## src/rtl/svpwm_pkg.sv

```systemverilog
// Shared types, constants and tables for the SVPWM duty unit.
`timescale 1ns / 1ps
`default_nettype none
package svpwm_pkg;
    localparam int V_W          = 16;  // d/q voltage width
    localparam int CS_W         = 17;  // Q15 sin/cos with headroom
    localparam int BUS_W        = 16;  // bus voltage register width
    localparam int ZW           = 34;  // CORDIC datapath width
    localparam int CORDIC_STEPS = 16;
    localparam logic signed [ZW-1:0] INV_GAIN_Q30 = 34'sh026DD3B6A;
    localparam logic [16:0] SQRT3_Q15 = 17'd56756;
    localparam logic REG_BUS_VOLTAGE = 1'b0;

    typedef struct packed {
        logic signed [CS_W-1:0] c;
        logic signed [CS_W-1:0] s;
        logic signed [V_W-1:0]  q;
        logic signed [V_W-1:0]  d;
    } t_item;

    typedef struct packed {
        logic full;
        logic empty;
    } t_q_status;

    function automatic logic signed [ZW-1:0] atan_turn(input logic [3:0] i);
        logic signed [ZW-1:0] v;
        unique case (i)
            4'd0:  v = 34'sh020000000;
            4'd1:  v = 34'sh012E4051E;
            4'd2:  v = 34'sh009FB385B;
            4'd3:  v = 34'sh0051111D4;
            4'd4:  v = 34'sh0028B0D43;
            4'd5:  v = 34'sh00145D7E1;
            4'd6:  v = 34'sh000A2F61E;
            4'd7:  v = 34'sh000517C55;
            4'd8:  v = 34'sh00028BE53;
            4'd9:  v = 34'sh000145F2F;
            4'd10: v = 34'sh0000A2F98;
            4'd11: v = 34'sh0000517CC;
            4'd12: v = 34'sh000028BE6;
            4'd13: v = 34'sh0000145F3;
            4'd14: v = 34'sh00000A2FA;
            default: v = 34'sh00000517D;
        endcase
        return v;
    endfunction
endpackage
`default_nettype wire

```

## src/rtl/svpwm_queue.sv

```systemverilog
// Short request queue between the CORDIC front end and the duty back end.
`timescale 1ns / 1ps
`default_nettype none
module svpwm_queue (
    input  wire                   i_clk,
    input  wire                   i_rst_n,
    input  wire                   i_push,
    input  svpwm_pkg::t_item      i_item,
    input  wire                   i_pop,
    output svpwm_pkg::t_item      o_item,
    output svpwm_pkg::t_q_status  o_stat
);
    import svpwm_pkg::*;
    localparam int DEPTH = 4;
    localparam int AW    = $clog2(DEPTH);

    t_item         r_mem [0:DEPTH-1];
    logic [AW-1:0] r_wp, r_rp;
    logic [AW:0]   r_cnt;

    assign o_stat.full  = (r_cnt == (AW+1)'(DEPTH));
    assign o_stat.empty = (r_cnt == '0);
    assign o_item       = r_mem[r_rp];

    always_ff @(posedge i_clk) begin
        if (!i_rst_n) begin
            r_wp  <= '0;
            r_rp  <= '0;
            r_cnt <= '0;
        end else begin
            if (i_push) r_wp <= r_wp + 1'b1;
            if (i_pop)  r_rp <= r_rp + 1'b1;
            r_cnt <= r_cnt + (AW+1)'(i_push) - (AW+1)'(i_pop);
        end
    end

    always_ff @(posedge i_clk) begin
        if (i_push) r_mem[r_wp] <= i_item;
    end
endmodule
`default_nettype wire

```

## config.mk

```make
export PLATFORM = sky130hd
export DESIGN_NAME = svpwm_queue
export DESIGN_NICKNAME = d
export VERILOG_FILES = /design/src/rtl/svpwm_pkg.sv /design/src/rtl/svpwm_queue.sv
export SDC_FILE = /design/constraint.sdc
export NUM_CORES = 1
export LEC_CHECK = 0
export BUFFER_PORTS_ARGS = -buffer_cell sky130_fd_sc_hd__buf_2
export CORE_UTILIZATION = 40
export DETAILED_ROUTE_END_ITERATION = 10
export GPL_ROUTABILITY_DRIVEN = 1
export PLACE_DENSITY = 0.7
export RECOVER_POWER = 25
export SETUP_SLACK_MARGIN = 0.3
export SYNTH_ARGS = -nofsm -noshare
export SYNTH_HDL_FRONTEND = slang
export SYNTH_SLANG_ARGS = --single-unit
```

## constraint.sdc

```tcl
create_clock -name i_clk -period 2.95 [get_ports i_clk]
set_clock_uncertainty 0.2 [all_clocks]
set_input_delay 0.59 -clock i_clk [delete_from_list [all_inputs] [get_ports i_clk]]
set_output_delay 0.59 -clock i_clk [all_outputs]
set_load 0.005 [all_outputs]
```

==> metrics, run 1 <==
Final Cycle Share=92.1%; port buffer count=137; worst-skew pair later-pin latency=0.52 ns; Fillers=2006; Area Overhead vs Synth=22.7%; pin count of the biggest net entering global routing=67; RSZ-0062 raised after global routing=yes; Yosys reg bits=273; Yosys top cell area share=79.6%; DRC=0; synth unique cells=20; IO Pins=138; HPWL after DPL=10.0 mm; clock tree root driver cell=clkbuf_16; cell type with the largest total area after synthesis=edfxtp_1; CP Max Fanout=5; Avg Cell Area, Syn=25.7 µm²; power per standard cell area=718 mW/mm²; Pre-antenna DRT Iters=4; Seq/Total Area, Yosys=81.4%; outcome=finished, final reports clean; Peak VDD IR=565 µV; H-tree Lvls=1; post-route ant nets=0; post-synth net total=464; CTS tree=yes; worst min-delay path class=in2reg; cells after synthesis=387; die width=160 µm; crit end category=output port; Core Area=0.0244 mm²; CTS Buf Count=28; Vias/cell=5.02; number of diodes=0; final WL=18.6 mm; Area contributors post-synth=edfxtp_1 80%, mux4_2 15%, dfxtp_1 1.8%; fin nets=635; detailed-route via count=4542; final hold viol count=0; final hold slack=0.0824 ns; commonest non-fill, non-tap cells in the layout=264 x edfxtp_1, 93 x buf_2, 66 x mux4_2; startpoint types=flop; 1st-iter DRT viols=195; routability cong.=0.733; # rows=57; Tmin final=2.72 ns; die area=0.0255 mm²; global-route wire length before repair=28.0 mm; initial antenna violation count=2; Slew Limit Fails=0; total of max-cap violations=0; Clock transition at path regs=0.06 ns; hold_buf cts=0; Critical Path AT=1.93 ns; measured slew at the worst slew-check pin=0.426 ns; Yosys warnings=0; Post-Syn Area=0.00996 mm²; routed len/inst=20.6 µm; FMAX=0.368 GHz; vias in the first global route=4939; gr ovfl total=0; all-layer global routing usage=14.5%; Die Y=160 µm; Max Root-Sink Buffers=3; # setup viols final=0; commonest non-fill, non-tap cell in the layout=edfxtp_1; Sink Count=273; layout cells sized above 1=38.8%; crit path kind=reg2out; Rel. slew slack=71.6%; worst endpoint required time=2.16 ns; Setup TNS=0 ns; Starting Density=40.8%; leakage=4.05 nW
[through the flow]
step	instances	instance area (µm²)	util [%]	power [mW]	setup WS [ns]
after CTS	900	12200	50.0	8.88	0.185
after floorplan	387	9970	-	5.02	0.839
after global routing	904	12200	50.1	9.10	0.170
after global placement	841	11100	45.5	5.35	0.625
after detailed placement	841	11100	45.5	5.38	0.572
final	904	12200	50.1	8.78	0.233
[timing repair]
item | in CTS | in global routing
resized for setup | 6 | 0
buffers inserted | 3 | 1
setup endpoints to repair | 59 | 66
cloned | 4 | 3
endpoints found under the hold margin | 0 | 0
[registers in the layout, summed over array words and instances (netlist names), named ones only]
| register | cells |
|---|---|
| r_mem | 264 |
| r_cnt | 3 |
| r_rp | 2 |
| r_wp | 2 |
[power breakdown]
| part | total (mW) | switching [mW] | internal, mW | leakage (nW) |
|---|---|---|---|---|
| sequential | 4.51 | 0.0494 | 4.46 | 2.50 |
| clock | 3.40 | 1.36 | 2.05 | 0.448 |
| combinational | 0.867 | 0.411 | 0.456 | 1.10 |
| total | 8.78 | 1.82 | 6.96 | 4.05 |
[synth_stat cells]
cell	number
edfxtp_1	264
mux4_2	66
dfxtp_1	9
inv_1	7
and2_1	6
ha_1	6
buf_2	5
buf_6	5
nor2_1	5
buf_4	2
clkbuf_1	2
xnor2_1	2
a21bo_2	1
a21oi_1	1
and3_1	1
fa_1	1
mux2i_1	1
nand3b_1	1
nor3_1	1
xor3_1	1
[path summary, 6_finish.rpt]
kind / start / endpoint / slack [ns] / cells after the start
setup / recovery: flop / o_item[12] / 0.23 / 5
hold reg to reg: r_wp[1] / r_wp[1] / 0.36 / 2
hold / removal: i_item[13] / r_mem[3][13] / 0.08 / 1
setup reg to reg: r_cnt[0] / r_cnt[2] / 0.94 / 7
[metal layers]
layer / part of all wire (%) / wire length, µm / global-route usage, %
met1: 42 / 7850 / 18.6
met4: 1.8 / 328 / 3.55
met3: 5.6 / 1040 / 3.27
met2: 50 / 9390 / 25.0
met5: 0.12 / 22 / 0
[kinds of logic (layout without fill, tap and decap cells)]
kind of cell               Yosys count  count (layout)  share of synthesized area [%]
AOI/OAI and AO/OA                    2               2                          0.151
muxes                               67              67                           15.0
DFF                                273             273                           81.4
buffers and inverters               21             214                           1.31
xor gates and xnor gates             3               3                          0.415
adders and majority gates            7               7                          0.955
and+or+nand+nor                     14              14                          0.754
[cell type report]
| class | count | area (µm²) | share of cell area, % |
|---|---|---|---|
| sequential | 273 | 8120 | 66.4 |
| inverter | 7 | 26.3 | 0.215 |
| timing repair buffer | 155 | 1040 | 8.49 |
| clock inverter | 19 | 168 | 1.37 |
| multi-input combinational | 93 | 1730 | 14.2 |
| tap | 324 | 405 | 3.32 |
| clock buffer | 33 | 741 | 6.06 |
[worst max-delay path: stages, from the launching register on]
cell       delay, ns
dfxtp_4         0.35
buf_12          0.11
buf_12          0.13
clkbuf_16       0.17
mux4_2          0.49
buf_2           0.14
Power figures use the tool's default switching activity.
==> inputs of run 2 (changes only) <==
- GPL_TIMING_DRIVEN: not set -> 0
==> run 2 against run 1 <==
Effect of this change: core utilization fell by 0.52 points; design area fell by 1.0%; first-iteration DRC count is 15% higher; register-to-register slack improved by 0.03 ns; critical path depth down 1; sequential power about the same; total power shrank 0.46%; die area unchanged; sequential share of layout area up 0.65 points; clock power about the same; via count down 1.1%; critical endpoint is now o_item[61]; highest routed layer unchanged.
==> metrics, run 2 (same netlist as run 1, synthesis figures left out) <==
CP Max Fanout=10 (+5); H-tree Lvls=1 (unchanged); routed len/inst=19.9 µm (-3.3%); Slew Limit Fails=0 (unchanged); all-layer global routing usage=14.4% (-0.060 points); number of diodes=0 (unchanged); reg2reg start=r_wp[0]; detailed-route via count=4494 (-1.1%); Critical Path AT=1.87 ns (-0.06 ns); measured slew at the worst slew-check pin=0.599 ns (+0.173 ns); die width=160 µm (unchanged); layout cells sized above 1=39.3% (+0.49 points); Biggest register=r_mem; Comb power frac=9.2% (-0.7 points); most used cell, CP=buf_12; Pre-antenna DRT Iters=4 (unchanged); worst min-delay path class=in2reg; Max Root-Sink Buffers=3 (unchanged); Fillers=1996 (-0.50%); commonest non-fill, non-tap cells in the layout=264 x edfxtp_1, 97 x buf_2, 66 x mux4_2; max reg flops=264 (unchanged); gr ovfl total=0 (unchanged); FF-to-FF setup slack=0.97 ns (+0.03 ns); 1st-iter DRT viols=224 (+15%); die area=0.0255 mm² (unchanged); global-route wire length before repair=28.2 mm (+0.54%); Hold Path Stages=1 (unchanged); post-placement cell count=852 (+1.3%); Final Cycle Share=90.2% (-1.9 points); DP Worst Slack=0.598 ns (+0.0260 ns); CP bufs+invs=3 (-1); total of max-cap violations=0 (unchanged); power share of the sequential group=51.6% (+0.3 points); leakage=4.03 nW (-0.60%); CTS Buf Count=28 (unchanged); Core Area=0.0244 mm² (unchanged); CP max stage cell=mux4_2; worst endpoint required time=2.16 ns (about the same); fin nets=639 (+0.63%); worst-path cell chain=buf_12, buf_12, mux4_2, buf_2; # setup viols final=0 (unchanged); Die Y=160 µm (unchanged); worst-skew pair later-pin latency=0.52 ns (about the same); Switch Pwr=1.81 mW (-0.18%); Finished Cell Area=0.0121 mm² (-1.0%); pin count of the biggest net entering global routing=44 (-34%); hold_buf cts=0 (unchanged); Clock transition at path regs=0.06 ns (about the same); clock tree root driver cell=clkbuf_16; biggest regs=r_mem: 264 flops, r_cnt: 3 flops; routability cong.=0.708 (-3.4%); Starting Density=40.8% (unchanged); commonest non-fill, non-tap cell in the layout=edfxtp_1; power share of the clock group=39.2% (+0.4 points); fin util=49.6% (-0.52 points); power per standard cell area=722 mW/mm² (+0.59%); port buffer count=137 (unchanged); crit path kind=reg2out; FMAX=0.376 GHz (+2.1%); RSZ-0062 raised after global routing=yes; IO Pins=138 (unchanged); HPWL after DPL=11.1 mm (+11%); outcome=finished, final reports clean; reg2reg end=r_mem[0][58]; vias in the first global route=5028 (+1.8%); Worst Hold Path EP=r_mem[1][13]; final hold viol count=0 (unchanged); CTS tree=yes; Peak VDD IR=517 µV (-8.4%); crit end category=output port; post-route ant nets=0 (unchanged); Area Overhead vs Synth=21.5%; Sink Count=273 (unchanged); # rows=57 (unchanged); Layout Cells excl Fill=907 (+0.33%); Net Sw Frac=20.7% (+0.057 points); Rel. slew slack=60.1% (-12 points); startpoint types=flop; delay-heaviest family, CP=multiplexers; Setup TNS=0 ns (unchanged); FF-to-FF path depth=4 (-3); DRC=0 (unchanged); setup ws final=0.289 ns (+0.0562 ns); Tmin final=2.66 ns (-0.0562 ns); initial antenna violation count=2 (unchanged); final WL=18.1 mm (-3.0%); hold path startpoint=i_item[13]; slowest stage delay, CP=0.52 ns (+0.03 ns); Vias/cell=4.95 (-1.4%); internal power=6.92 mW (-0.53%); area post-placement=0.0111 mm² (+0.39%)
-- run 2: changes by cell type in the layout (fill, tap and decap cells not counted), sizes merged --
cell / delta
buf: +9
clkinvlp: -1
clkbuf: -5
-- run 2: timing repair --
item	CTS	global route
endpoints found under the setup margin	61	63
buffers inserted	2	2
pin swaps	0	0
gates resized for setup	18	0
-- run 2: worst max path at each step --
stage	startpoint	endpoint	slack, ns	depth (start not counted)
final	flop	o_item[61]	0.29	4
after global routing	flop	o_item[52]	0.20	4
after CTS	flop	o_item[52]	0.23	4
after detailed placement	i_pop	r_cnt[2]	0.60	7
after global placement	i_push	r_mem[0][24]	0.07	2
after floorplan	i_pop	r_cnt[2]	0.84	6
-- run 2: power by group through the flow --
stage                     clock network (mW)  logic, mW  registers (mW)
after floorplan                            0      0.450            4.57
after global placement                     0      0.761            4.58
after detailed placement                   0      0.804            4.59
after CTS                               3.52      0.832            4.51
after global routing                    3.66      0.884            4.52
final                                   3.43      0.805            4.51
-- run 2: per-stage QoR --
step / hold slack [ns] / total power [mW]
floorplan: 0.299 / 5.02
global placement: 0.312 / 5.34
detailed placement: 0.349 / 5.39
finish: 0.0839 / 8.74
global route: 0.0791 / 9.07
CTS: 0.0491 / 8.86
-- run 2: per-layer routing --
metal	up-vias	wire length [µm]	share of wire (%)	global-route usage, %
met5	-	21	0.12	0
met1	2329	7420	41	18.1
met3	35	959	5.3	3.06
met4	4	337	1.9	3.90
li1	1999	-	-	-
met2	127	9330	52	25.3
-- run 2: cell type report --
type                            count  area [µm²]  share of cell area, %
Timing Repair Buffer              145         753                   6.23
Clock inverter                     18         169                   1.40
Inverter                            7        26.3                  0.217
Tap cell                          324         405                   3.35
Buffer                             14         163                   1.34
Multi-Input combinational cell     93        1730                   14.3
Sequential cell                   273        8110                   67.0
Clock buffer                       33         741                   6.12
